<file path="config.mk">
export PLATFORM = sky130hd
export DESIGN_NAME = chi_ctrl
export DESIGN_NICKNAME = d
export VERILOG_FILES = /design/src/design/chi_pkg.sv /design/src/design/chi_ctrl.sv
export SDC_FILE = /design/constraint.sdc
export NUM_CORES = 1
export LEC_CHECK = 0
export ABC_AREA = 1
export BUFFER_PORTS_ARGS = -buffer_cell sky130_fd_sc_hd__buf_2
export CORE_MARGIN = 2
export CORE_UTILIZATION = 28
export CTS_CLUSTER_DIAMETER = 80
export DETAILED_ROUTE_END_ITERATION = 10
export PLACE_DENSITY = 0.45
export RECOVER_POWER = 100
export SETUP_SLACK_MARGIN = 0.2
export SYNTH_ARGS = -nofsm -noshare
export SYNTH_HDL_FRONTEND = slang
export SYNTH_SLANG_ARGS = --single-unit
</file>
<file path="constraint.sdc">
create_clock -name clock -period 2.46 [get_ports clock]
set_clock_uncertainty 0.2 [all_clocks]
set_input_delay 0.246 -clock clock [delete_from_list [all_inputs] [get_ports clock]]
set_output_delay 0.246 -clock clock [all_outputs]
set_load 0.01 [all_outputs]
</file>
<file path="src/design/chi_pkg.sv">
// ----------------------------------------------------------------------------
// chi_pkg: shared types and constants for the coalesced hash insert block
// Holds the field widths, parameter defaults, controller states and the
// command and status bundles that pass between the controller and datapath.
// ----------------------------------------------------------------------------
package chi_pkg;

   // Default parameter values
   localparam int TABLE_DEPTH_DEF = 1024;
   localparam int KEY_BITS_DEF    = 63;

   // Fixed port widths
   localparam int KEY_W   = 63;
   localparam int SIZE_W  = 11;
   localparam int SLOT_W  = 10;
   localparam int COUNT_W = 32;

   localparam logic [SIZE_W-1:0] SIZE_RESET = 11'd1024;

   // Controller states, one-hot
   typedef enum logic [11:0] {
      S_CLEAR       = 12'b0000_0000_0001,
      S_IDLE        = 12'b0000_0000_0010,
      S_DIV         = 12'b0000_0000_0100,
      S_HOME_RD     = 12'b0000_0000_1000,
      S_HOME_CHK    = 12'b0000_0001_0000,
      S_SCAN_RD     = 12'b0000_0010_0000,
      S_SCAN_CHK    = 12'b0000_0100_0000,
      S_WALK_RD     = 12'b0000_1000_0000,
      S_WALK_CHK    = 12'b0001_0000_0000,
      S_COMMIT_NEW  = 12'b0010_0000_0000,
      S_COMMIT_LINK = 12'b0100_0000_0000,
      S_DONE        = 12'b1000_0000_0000
   } state_type;

   // Commands from the controller to the datapath
   typedef struct packed {
      logic clear_step;
      logic load_key;
      logic div_step;
      logic home_rd;
      logic home_store;
      logic scan_init;
      logic scan_rd;
      logic scan_dec;
      logic drop;
      logic walk_init;
      logic walk_rd;
      logic walk_adv;
      logic commit_new;
      logic commit_link;
      logic rsp_load;
   } cmd_type;

   // Status from the datapath to the controller
   typedef struct packed {
      logic clear_last;
      logic div_last;
      logic home_occ;
      logic scan_free;
      logic scan_last;
      logic walk_end;
   } status_type;

endpackage

</file>
<file path="src/design/chi_ctrl.sv">
// ----------------------------------------------------------------------------
// chi_ctrl: controller of the coalesced hash insert block
// Sequences table clearing, the modulo, home check, slot scan, chain walk,
// table updates and the result handshake.
// ----------------------------------------------------------------------------
module chi_ctrl (
   input  logic                clock,
   input  logic                reset,
   input  logic                req_valid,
   output logic                req_stall,
   output logic                rsp_valid,
   input  logic                rsp_stall,
   input  chi_pkg::status_type status,
   output chi_pkg::cmd_type    cmd
);
   import chi_pkg::*;

   state_type state_ff, state_in;
   logic      rsp_valid_ff, rsp_valid_in;

   always_comb begin
      state_in  = state_ff;
      cmd       = '0;
      req_stall = 1'b1;
      case (state_ff)
         S_CLEAR: begin
            cmd.clear_step = 1'b1;
            if (status.clear_last) begin
               state_in = S_IDLE;
            end
         end
         S_IDLE: begin
            req_stall = 1'b0;
            if (req_valid) begin
               cmd.load_key = 1'b1;
               state_in     = S_DIV;
            end
         end
         S_DIV: begin
            cmd.div_step = 1'b1;
            if (status.div_last) begin
               state_in = S_HOME_RD;
            end
         end
         S_HOME_RD: begin
            cmd.home_rd = 1'b1;
            state_in    = S_HOME_CHK;
         end
         S_HOME_CHK: begin
            if (status.home_occ) begin
               cmd.scan_init = 1'b1;
               state_in      = S_SCAN_RD;
            end else begin
               cmd.home_store = 1'b1;
               state_in       = S_DONE;
            end
         end
         S_SCAN_RD: begin
            cmd.scan_rd = 1'b1;
            state_in    = S_SCAN_CHK;
         end
         S_SCAN_CHK: begin
            if (status.scan_free) begin
               cmd.walk_init = 1'b1;
               state_in      = S_WALK_RD;
            end else if (status.scan_last) begin
               cmd.drop = 1'b1;
               state_in = S_DONE;
            end else begin
               cmd.scan_dec = 1'b1;
               state_in     = S_SCAN_RD;
            end
         end
         S_WALK_RD: begin
            cmd.walk_rd = 1'b1;
            state_in    = S_WALK_CHK;
         end
         S_WALK_CHK: begin
            if (status.walk_end) begin
               state_in = S_COMMIT_NEW;
            end else begin
               cmd.walk_adv = 1'b1;
               state_in     = S_WALK_RD;
            end
         end
         S_COMMIT_NEW: begin
            cmd.commit_new = 1'b1;
            state_in       = S_COMMIT_LINK;
         end
         S_COMMIT_LINK: begin
            cmd.commit_link = 1'b1;
            state_in        = S_DONE;
         end
         S_DONE: begin
            // Hold until the result register is free or being taken
            if (!rsp_valid_ff || !rsp_stall) begin
               cmd.rsp_load = 1'b1;
               state_in     = S_IDLE;
            end
         end
         default: begin
            state_in = S_IDLE;
         end
      endcase
   end

   always_comb begin
      if (cmd.rsp_load) begin
         rsp_valid_in = 1'b1;
      end else if (!rsp_stall) begin
         rsp_valid_in = 1'b0;
      end else begin
         rsp_valid_in = rsp_valid_ff;
      end
   end

   always_ff @(posedge clock) begin
      if (reset) begin
         state_ff     <= S_CLEAR;
         rsp_valid_ff <= 1'b0;
      end else begin
         state_ff     <= state_in;
         rsp_valid_ff <= rsp_valid_in;
      end
   end

   assign rsp_valid = rsp_valid_ff;

endmodule

</file>
==> reports/metrics.cfg <==
[logic_synthesis]
ys_warn_count = 0
netlist_area_um2 = 948
avgSynthCellArea_um2 = 6.37
yosysTopAreaCell = dfxtp_1
ys_types = 21
ys_seq_elements = 13
synth-seq-area-share_pct = 27.4
syn_nets = 159
synthTopCellsByArea = dfxtp_1 27%, inv_1 13%, nor2_1 11%
synth_top_cell_area_share_pct = 27.4
syn_inst = 149

[clocking]
cts_buffers = 3
cts_resized = 0
postCtsHoldBufs = 0
cts_setup_buffers = 0
cts_htree_levels = 1
clkTransAtPathRegs_ps = 80
cts_root_buffer = clkbuf_4
clkSinkCount = 13
cts_max_path_buffers = 2
cts_tree = yes
clock_latency_ps = 280

[placed_design]
gp_congestion = 0.776
dp_cells = 219
hpwl_um = 1900
dp_slack_ps = 821
dpl_cell_area_um2 = 1120
io_buffers = 26

[sta]
rsz0062_at_grt = false
min_period_ps = 2110
maxSlewViolCount = 0
setup_slack_ps = 353
max_freq_ghz = 0.475
hold-worst-slack_ps = 34.7
setup_viol_count_final = 0
fin_setup_tns_ps = 0
slew_headroom_pct = 75.2
period_share_pct = 85.7
worst_pin_slew_ps = 370
hold_viol = 0

[die]
die_w_um = 62.2
die_area_um2 = 3870
initial_core_util_pct = 28.9
rows = 21
num_io_pins = 27
die-height_um = 62.2
coreArea_um2 = 3280

[power_and_ir_drop]
p_comb_share_pct = 25.4
ir_drop_v = 0.000252
power.internal_uw = 325
p_switching_uw = 163
p_sw_share_pct = 33.5
p_clk_share_pct = 27.8
power_density_nw_per_um2 = 445
p_leak_uw = 0.000632
seqPwrFrac_pct = 46.9

[final_layout]
final_cell_mix = 34 x inv_1, 29 x nor2_1, 27 x nand2_1
final_net_count = 188
final_cell_count_no_fill = 223
layout_commonest_cell = inv_1
post-route-cell-area_um2 = 1100
drive_gt1_share_pct = 19.8
antennaDiodeCount = 0
area_delta_synth_final_pct = 15.6

[flow_run]
drv_cap = 0

[route]
finalWirelength_um = 2290
ant_nets = 0
wl_per_cell_um = 10.3
drcViolationCount = 0
num_vias = 923
vias_per_cell = 4.14
drt-initial-drc-count = 19
first_pass_iters = 4

[worst_setup_path]
cp-end-kind = primary output
critPathKind = register to primary output
required_ps = 2010
critPathArrivalTime_ps = 1660
start_kind = register
cp_max_fo = 6

[global_routing]
grt_pass1_vias = 898
grt_usage_pct = 12.7
grt-ovfl-total = 0
grt_pass1_wl_um = 3910
antenna_found_initial = 0
grt_max_degree = 11

[min_path]
hold_path_class = input pin to register

[run_status]
status = completed

## path summary, 6_finish.rpt
path	from	to	slack (ps)	cells past startpoint
min reg2reg	rsp_valid	rsp_valid	280	2
min	reset	rsp_valid	30	2
max reg2reg	state_ff[8]	state_ff[2]	450	8
max	state_ff[6]	cmd[3]	350	6
## state kept, by name (all words and copies together) (netlist names)
name,flops
rsp_valid,1
state_ff,12
## layer usage
metal / part of all wire (%) / vias to the layer above / track usage, % / wire length (µm)
met2: 47 / 18 / 21.7 / 1070
met3: 5.1 / 2 / 4.17 / 116
li1: - / 509 / - / -
met1: 47 / 394 / 15.6 / 1080
met4: 1.0 / 0 / 2.50 / 23
met5: 0 / - / 0 / 0
## cell families (layout without fill, tap and decap cells)
family | Yosys count | count (layout) | synth area share [%]
AND/OR/NAND/NOR | 94 | 94 | 53.3
buffers and inverters | 37 | 65 | 15.7
flip-flops | 13 | 13 | 27.4
AO/OA/AOI/OAI | 5 | 5 | 3.56
## critical path, stage by stage, from the launching register on
cell and delay (ps):
dfxtp_1 330, nor2_2 160, nand2_4 90, nor2_1 300
nand2_1 160, nor2_1 160, clkbuf_1 170
## power groups by stage
stage	Combinational [µW]	Sequential [µW]	Clock, µW
after global placement	135	233	0
after detailed placement	134	234	0
after CTS	135	229	145
after global routing	145	230	153
final	124	229	136
after floorplan	96.8	233	0
## cell type report
| cell class | instances | area [µm²] |
|---|---|---|
| fillers | 400 | 2190 |
| multi-input cells | 99 | 502 |
| flip-flops and latches | 13 | 260 |
| inverters | 35 | 133 |
| repair buffers | 26 | 118 |
| well taps | 46 | 57.6 |
| clock buffers | 4 | 26.3 |
## synthesized netlist by cell type, drive strengths merged
master	n
nand4	2
nand3b	1
nor2	35
nand3	15
nor3b	2
o211ai	2
dfxtp	13
inv	35
a41oi	1
buf	2
nor3	8
nand2	31
a21oi	2
## per-stage QoR
| stage | power, µW | utilization [%] |
|---|---|---|
| 6_report | 488 | 33.4 |
| 4_1_cts | 508 | 34.9 |
| 3_3_place_gp | 368 | 34.1 |
| 3_5_place_dp | 367 | 34.1 |
| 5_1_grt | 527 | 33.4 |
| 2_1_floorplan | 329 | - |
Power figures use the tool's default switching activity.
